--- config.mk ---
export PLATFORM = sky130hd
export DESIGN_NAME = mah_ram
export DESIGN_NICKNAME = d
export VERILOG_FILES = /design/src/mah_ram.sv
export SDC_FILE = /design/constraint.sdc
export NUM_CORES = 1
export LEC_CHECK = 0
export BUFFER_PORTS_ARGS = -buffer_cell sky130_fd_sc_hd__buf_4
export CAP_MARGIN = 20
export CORE_UTILIZATION = 54
export DETAILED_ROUTE_END_ITERATION = 16
export HOLD_SLACK_MARGIN = 0.02
export PLACE_DENSITY = 0.71
export SYNTH_ARGS = -nofsm -noshare
export SYNTH_HDL_FRONTEND = slang
export SYNTH_SLANG_ARGS = --single-unit
--- constraint.sdc ---
create_clock -name clk -period 1.95 [get_ports clk]
set_input_delay 0.39 -clock clk [delete_from_list [all_inputs] [get_ports clk]]
set_output_delay 0.39 -clock clk [all_outputs]
set_load 0.005 [all_outputs]
--- src/mah_ram.sv ---
// Generic simple dual-port RAM with one write port and a registered read port.
`default_nettype none

module mah_ram #(
  parameter int WIDTH = 8,
  parameter int DEPTH = 16
) (
  input  wire logic                                        clk,
  input  wire logic                                        we,
  input  wire logic [((DEPTH > 1) ? $clog2(DEPTH) : 1)-1:0] waddr,
  input  wire logic [WIDTH-1:0]                            wdata,
  input  wire logic [((DEPTH > 1) ? $clog2(DEPTH) : 1)-1:0] raddr,
  output logic      [WIDTH-1:0]                            rdata
);

  logic [WIDTH-1:0] mem [DEPTH];

  always_ff @(posedge clk) begin
    if (we) begin
      mem[waddr] <= wdata;
    end
    rdata <= mem[raddr];
  end

endmodule

`default_nettype wire

=== Yosys cells after proc, flatten, opt, wreduce, memory -nomap -nowiden ===
Memory sizes are Yosys's and may differ from the RTL's. A register that Yosys moved wholly into a read port is not among the register bits.
Index checks and enable logic that the tools add are counted.

* Register bits after elaboration: 0
* Bits in latches: 0
* RAM bits: 128
* ROM bits: 0
* Input port bits: 18
* Word-level logic and storage cells: 3
* Memories kept: 1

{| class="wikitable"
|+ Memories
! memory !! depth !! width !! read ports !! clocked after memory_dff !! wr ports !! RTL line !! text
|-
| mem || 16 || 8 || 1 || 1 || 1 || 16 || <nowiki>logic [WIDTH-1:0] mem [DEPTH];</nowiki>
|}

* $add $sub $neg: 0
* Multipliers: 0
* Divide/modulo/power cells: 0
* Magnitude comparators: 0
* Equality and inequality tests: 0
* Shift-type cells: 0
* Multiplexer cells: 2
* Bitwise operators: 0
* Reduce and logical (&&, ||, !) cells: 0

{| class="wikitable"
|+ Operator list
! cell !! number
|-
| $mux W1 || 2
|}

=== Longest topological paths before layout ===
Gate-level depths: netlist of the first run.

* Depth in word-level cells: 2
* Mapped depth: 5
* Depth with buffers taken out: 3

=== Worst setup path after synthesis of the first run ===
Ideal clock, no wire load.

* Path kind: input-to-reg
* Start point: input port waddr[2] (netlist name)
* End point: memory mem[0][0] (enable)
* Library setup time: 383 ps
* Arrival time: 1,500 ps
* Required time: 1,567 ps
* Slack: 67 ps
* Stages on the path: 2
* Cell sequence: or3b_2 > nor3_1

{| class="wikitable"
|+ RTL lines
! element !! RTL line !! text
|-
| from (decl) || 10 || <nowiki>input wire logic [((DEPTH > 1) ? $clog2(DEPTH) : 1)-1:0] waddr,</nowiki>
|-
| to (decl) || 16 ||
|}

Straight into the memory's write port.

=== Worst setup path after layout of the first run ===
* Start point: register rdata[3], read port of mem
* End point: output port rdata[3]

{| class="wikitable"
|+ RTL lines
! element !! RTL line !! text
|-
| from (decl) || 13 || <nowiki>output logic [WIDTH-1:0] rdata</nowiki>
|}

No word-level cell between the ends.

==> results of run 1 <==
## through the flow
step / cell area [um2] / setup slack (ps) / total power [mW] / std cells / utilization [%]
finish: 6170 / 576 / 6.60 / 427 / 66.7
global route: 6170 / 467 / 6.81 / 427 / 66.7
CTS: 6170 / 544 / 6.66 / 427 / 66.7
detailed placement: 5600 / 155 / 3.67 / 395 / 60.6
global placement: 5600 / 149 / 3.66 / 395 / 60.6
floorplan: 5150 / 67.1 / 3.51 / 229 / -
## area by class of cell
class                   instances  share of cell area (%)
flip-flops and latches        136                    64.9
clock buffers                  18                    6.78
clock inverters                14                    2.41
repair buffers                 47                    6.13
well taps                     129                    2.62
multi-input cells              83                    17.1
## flip-flops by register name, summed over array words and instances (netlist names)
register	cells
mem	128
rdata	8
## logic make-up (layout without fill, tap and decap cells)
logic type             after synthesis  in the layout  share of synthesized area, %
AO/OA/AOI/OAI                       16             16                          2.33
multiplexers                        32             32                          15.0
buffers and inverters               10             79                          1.68
AND/OR/NAND/NOR                     35             35                          3.18
flip-flops                         136            136                          77.8
## power by group through the flow
stage	Sequential [mW]	Clock, mW	Combinational, mW
floorplan	3.34	0	0.166
global placement	3.35	0	0.316
detailed placement	3.35	0	0.324
CTS	3.29	3.05	0.325
global route	3.29	3.16	0.349
finish	3.29	3.00	0.320
## metal layers
| layer | global-route usage [%] | up-vias |
|---|---|---|
| met5 | 0 | - |
| met4 | 6.79 | 0 |
| met3 | 6.25 | 6 |
| met2 | 33.1 | 90 |
| met1 | 30.4 | 1217 |
| li1 | - | 1082 |
## placed cells by master (no fill, tap or decap)
cell type	count
buf_12	2
bufinv_16	2
edfxtp_1	128
clkinv_2	4
clkbuf_16	16
nor2_1	13
nor3_1	4
or3b_2	1
clkinv_4	5
buf_4	45
nand3_1	1
mux4_1	14
and2b_1	1
a22oi_1	16
clkinvlp_4	1
clkbuf_1	1
nor2b_1	1
nand3b_1	2
nand2b_1	2
nand2_1	9
dfxtp_1	8
inv_6	2
clkbuf_8	1
mux4_2	18
and2_1	1
## path summary, 6_finish.rpt
path              cells after the start  startpoint   endpoint  slack (ps)
setup / recovery                      1    rdata[3]   rdata[3]         580
hold / removal                        1    wdata[6]  mem[6][6]         180
setup reg to reg                      3   mem[5][1]   rdata[1]         580
hold reg to reg                       3   mem[4][0]   rdata[0]         670
==> impl_metrics.py, run 1 <==
metrics = {
    "placement": {
        "gp_congestion": 0.798,
        "portBuffers": 25,
        "place_hpwl_um": 6030,
    },
    "worst_setup_path": {
        "crit_required_ps": 1560,
        "critical_path.cell_chain": "buf_4",
        "critPathLaunchType": "register",
        "cp.buffers_inverters": 1,
        "cp_slowest_cell": "dfxtp_1",
        "path_max_fanout": 1,
        "max_stage_delay_ps": 350,
        "path_class": "reg2out",
        "cp.arrival_ps": 980,
        "critPathTopFamily": "flip-flops",
        "end_kind": "output pin",
    },
    "route": {
        "wl_met2_um": 4680,
        "routed-wl-met3_um": 710,
        "wl_um": 9460,
        "m1WireLength_um": 3990,
        "via_per_inst": 5.61,
        "dr.max_layer_used": "met4",
        "antenna_left": 0,
        "vias": 2395,
        "wl_per_cell_um": 22.1,
        "dr.pass1.iters": 4,
        "drc_errors": 0,
        "drt-initial-drc-count": 160,
    },
    "logic_synthesis": {
        "syn_inst": 229,
        "syn_nets": 247,
        "syn-mean-instance-area_um2": 22.5,
        "synth_warnings": 0,
        "async_reset_ff_share_pct": 0,
        "synth_common_cells": "edfxtp_1 (128), mux4_2 (18), a22oi_1 (16)",
        "yosys-top-cells-area": "edfxtp_1 (75%), mux4_2 (7.9%), mux4_1 (7.1%), dfxtp_1 (3.1%), a22oi_1 (2.3%)",
        "synth_ff_type": "edfxtp_1",
        "yosysTopAreaCellShare_pct": 74.7,
        "ys_ff_latch": 136,
        "synth_edf_count": 128,
        "synth_area_mm2": 0.00515,
        "netlist.top_cell.by_area": "edfxtp_1",
        "yosys.cell_count.top_type": "edfxtp_1",
        "ys_types": 19,
        "synth-seq-area-share_pct": 77.8,
    },
    "final_layout": {
        "seq_area_mm2": 0.00400,
        "multiInputGateArea_mm2": 0.00106,
        "fillers": 604,
        "finalNetCount": 303,
        "antenna_cells": 0,
        "drive_above_1_share_pct": 32.6,
        "area_growth_pct": 19.8,
    },
    "pwr": {
        "swShare_pct": 20.6,
        "leakage_nw": 2.12,
        "power_density_mw_per_mm2": 1070,
        "peakVddDrop_uv": 700,
        "power_frac_seq_pct": 49.8,
        "p_comb_share_pct": 4.8,
        "p_sw_mw": 1.36,
        "power_frac_clock_pct": 45.4,
        "p_int_mw": 5.25,
    },
    "clocking": {
        "cts_hold_buf": 0,
        "cts_resized": 0,
        "h-tree-depth": 4,
        "cts_made_buffers": 17,
        "clock-root-buffer": "clkbuf_8",
        "clockBufferDepth": 2,
        "clock-sinks": 136,
        "cts_tree": "done",
        "cts_setup_buffers": 0,
        "clock_latency_ps": 510,
        "cts.clk_slew.worst_paths_ps": 60,
    },
    "timing": {
        "slew_violations": 0,
        "hold_violations": 0,
        "fmax_ghz": 0.728,
        "worst_pin_slew_ps": 467,
        "setup_violations": 0,
        "holdWs_ps": 182,
        "rsz0062_at_grt": "no",
        "relSlewSlack_pct": 68.9,
        "clock_skew_ps": 6.63,
        "period_needed_ps": 1370,
        "period_share_pct": 70.5,
        "setup_tns_ps": 0,
    },
    "flow_run": {
        "drv_cap": 0,
    },
    "floorplan": {
        "die_x_um": 99.6,
        "die_y_um": 99.6,
        "ios": 26,
        "die-area_mm2": 0.00993,
        "coreArea_mm2": 0.00924,
        "rows": 35,
        "initial_core_util_pct": 55.7,
    },
    "worst_hold_path": {
        "min_path_type": "in2reg",
    },
    "grt": {
        "grt_pass1_vias": 2512,
        "grt_antenna_before_repair": 0,
        "grt_max_degree": 33,
        "grt.total_usage_pct": 21.6,
        "grt.overflow.total": 0,
        "grt_pass1_wl_um": 14600,
    },
    "run_status": {
        "outcome": "completed",
    },
}
Power figures use the tool's default switching activity.
==> run 2, diff against run 1 <==
- clock period: 1.95 -> 1.2 ns (I/O delays scaled with it)
==> run 2 against run 1 <==
  * The run now ends with negative setup slack left
  * Global-route usage increased by 1.5 points
  * Total power grew 67%
  * Clock power increased by 68%
  * Largest cell class unchanged
  * Highest routed layer unchanged
==> impl_metrics.py, run 2 (synthesis results as in run 1) <==
metrics = {
    "worst_setup_path": {
        "path_class": "reg2reg",
        "critPathLaunchType": "register",
        "cp.arrival_ps": 1710,
        "path_max_fanout": 1,
        "crit_required_ps": 1590,
        "end_kind": "register",
    },
    "final_layout": {
        "finalNetCount": 319,
        "antenna_cells": 0,
        "top_regs": "mem (128), rdata (8)",
        "largest_reg_flops": 128,
        "layout_commonest_cell": "edfxtp_1",
        "design_area_mm2": 0.00645,
        "area_growth_pct": 25.4,
        "multiInputGateArea_mm2": 0.00111,
        "mostFrequentLayoutCells": "edfxtp_1 (128), buf_4 (50), mux4_2 (32)",
        "drive_above_1_share_pct": 48.4,
        "fillers": 564,
        "seq_area_mm2": 0.00401,
        "regMostFlops": "mem",
    },
    "placement": {
        "portBuffers": 25,
        "place_hpwl_um": 6540,
        "dpl_cell_area_mm2": 0.00581,
        "gp_congestion": 0.820,
    },
    "timing": {
        "worst_pin_slew_ps": 774,
        "setup_violations": 9,
        "relSlewSlack_pct": 48.3,
        "slew_violations": 0,
        "period_share_pct": 110,
        "rsz0062_at_grt": "yes",
        "hold_violations": 0,
        "period_needed_ps": 1320,
        "setup_slack_ps": -120,
        "holdWs_ps": 38.2,
        "fmax_ghz": 0.758,
        "clock_skew_ps": 6.85,
    },
    "grt": {
        "grt.overflow.total": 0,
        "grt_pass1_wl_um": 15700,
        "grt_pass1_vias": 2667,
        "grt_antenna_before_repair": 0,
        "grt.total_usage_pct": 23.1,
        "grt_max_degree": 17,
    },
    "pwr": {
        "swShare_pct": 21.7,
        "power_density_mw_per_mm2": 1710,
        "power_frac_clock_pct": 45.7,
        "p_sw_mw": 2.40,
        "p_comb_share_pct": 5.8,
        "leakage_nw": 2.18,
        "power_mw": 11.0,
        "p_int_mw": 8.65,
        "peakVddDrop_uv": 1130,
        "power_frac_seq_pct": 48.5,
    },
    "route": {
        "wl_um": 10300,
        "via_per_inst": 5.82,
        "dr.pass1.iters": 4,
        "antenna_left": 0,
        "vias": 2580,
        "wl_per_cell_um": 23.1,
        "drt-initial-drc-count": 149,
        "drc_errors": 0,
    },
    "floorplan": {
        "die_x_um": 99.6,
        "die_y_um": 99.6,
        "die-area_mm2": 0.00993,
        "initial_core_util_pct": 55.7,
        "rows": 35,
        "coreArea_mm2": 0.00924,
        "ios": 26,
    },
    "clocking": {
        "cts_setup_buffers": 0,
        "cts_tree": "done",
        "clock-root-buffer": "clkbuf_8",
        "clock-sinks": 136,
        "h-tree-depth": 4,
        "cts_made_buffers": 17,
        "clockBufferDepth": 2,
        "cts.clk_slew.worst_paths_ps": 60,
        "clock_latency_ps": 510,
        "cts_hold_buf": 0,
    },
    "worst_hold_path": {
        "min_path_type": "in2reg",
    },
    "flow_run": {
        "drv_cap": 0,
    },
    "run_status": {
        "outcome": "complete, but fails checks",
        "failed_checks": "negative setup slack",
    },
}
## run 2: power by group through the flow
stage               Sequential [mW]  Combinational, mW  Clock [mW]
CTS                            5.35              0.637        5.11
global placement               5.44              0.599           0
global route                   5.36              0.682        5.32
floorplan                      5.44              0.306           0
finish                         5.35              0.642        5.05
detailed placement             5.45              0.610           0
## run 2: path summary, 6_finish.rpt
path,from,end,slack [ps],depth (start not counted)
worst max-delay path,mem[1][7],rdata[7],-120,3
worst max register to register,mem[1][7],rdata[7],-120,3
worst min-delay path,wdata[4],mem[4][4],40,1
worst min register to register,mem[15][2],rdata[2],670,3
## run 2: what timing repair did
item / CTS / global route
hold endpoints to repair: 0 / 0
resized for setup: 13 / 6
pin swaps: 2 / 0
setup endpoints to repair: 11 / 14
## run 2: final cells by class
type | count | area share [%]
flip-flops and latches | 136 | 62.1
multi-input cells | 83 | 17.2
repair buffers | 63 | 9.17
clock buffers | 17 | 6.42
clock inverters | 15 | 2.60
well taps | 129 | 2.50
## run 2: critical path, stage by stage (launching register included)
cell      delay (ps)
edfxtp_1         390
mux4_2           480
a22oi_2          220
nand2_1          100
## run 2: per-layer routing
layer	track usage [%]	share of wire, %	vias to the layer above
met3	4.29	5.4	14
li1	-	-	1113
met5	0	0	-
met2	36.3	51	92
met1	32.8	43	1361
met4	8.60	1.4	0
## run 2: through the flow
stage	instances	setup slack (ps)	setup TNS (ps)	utilization [%]
CTS	443	-111	-615	69.6
global placement	411	-495	-26190	62.9
floorplan	229	-173	-3850	-
global route	443	-138	-822	69.8
detailed placement	411	-511	-28010	62.9
finish	443	-120	-482	69.8
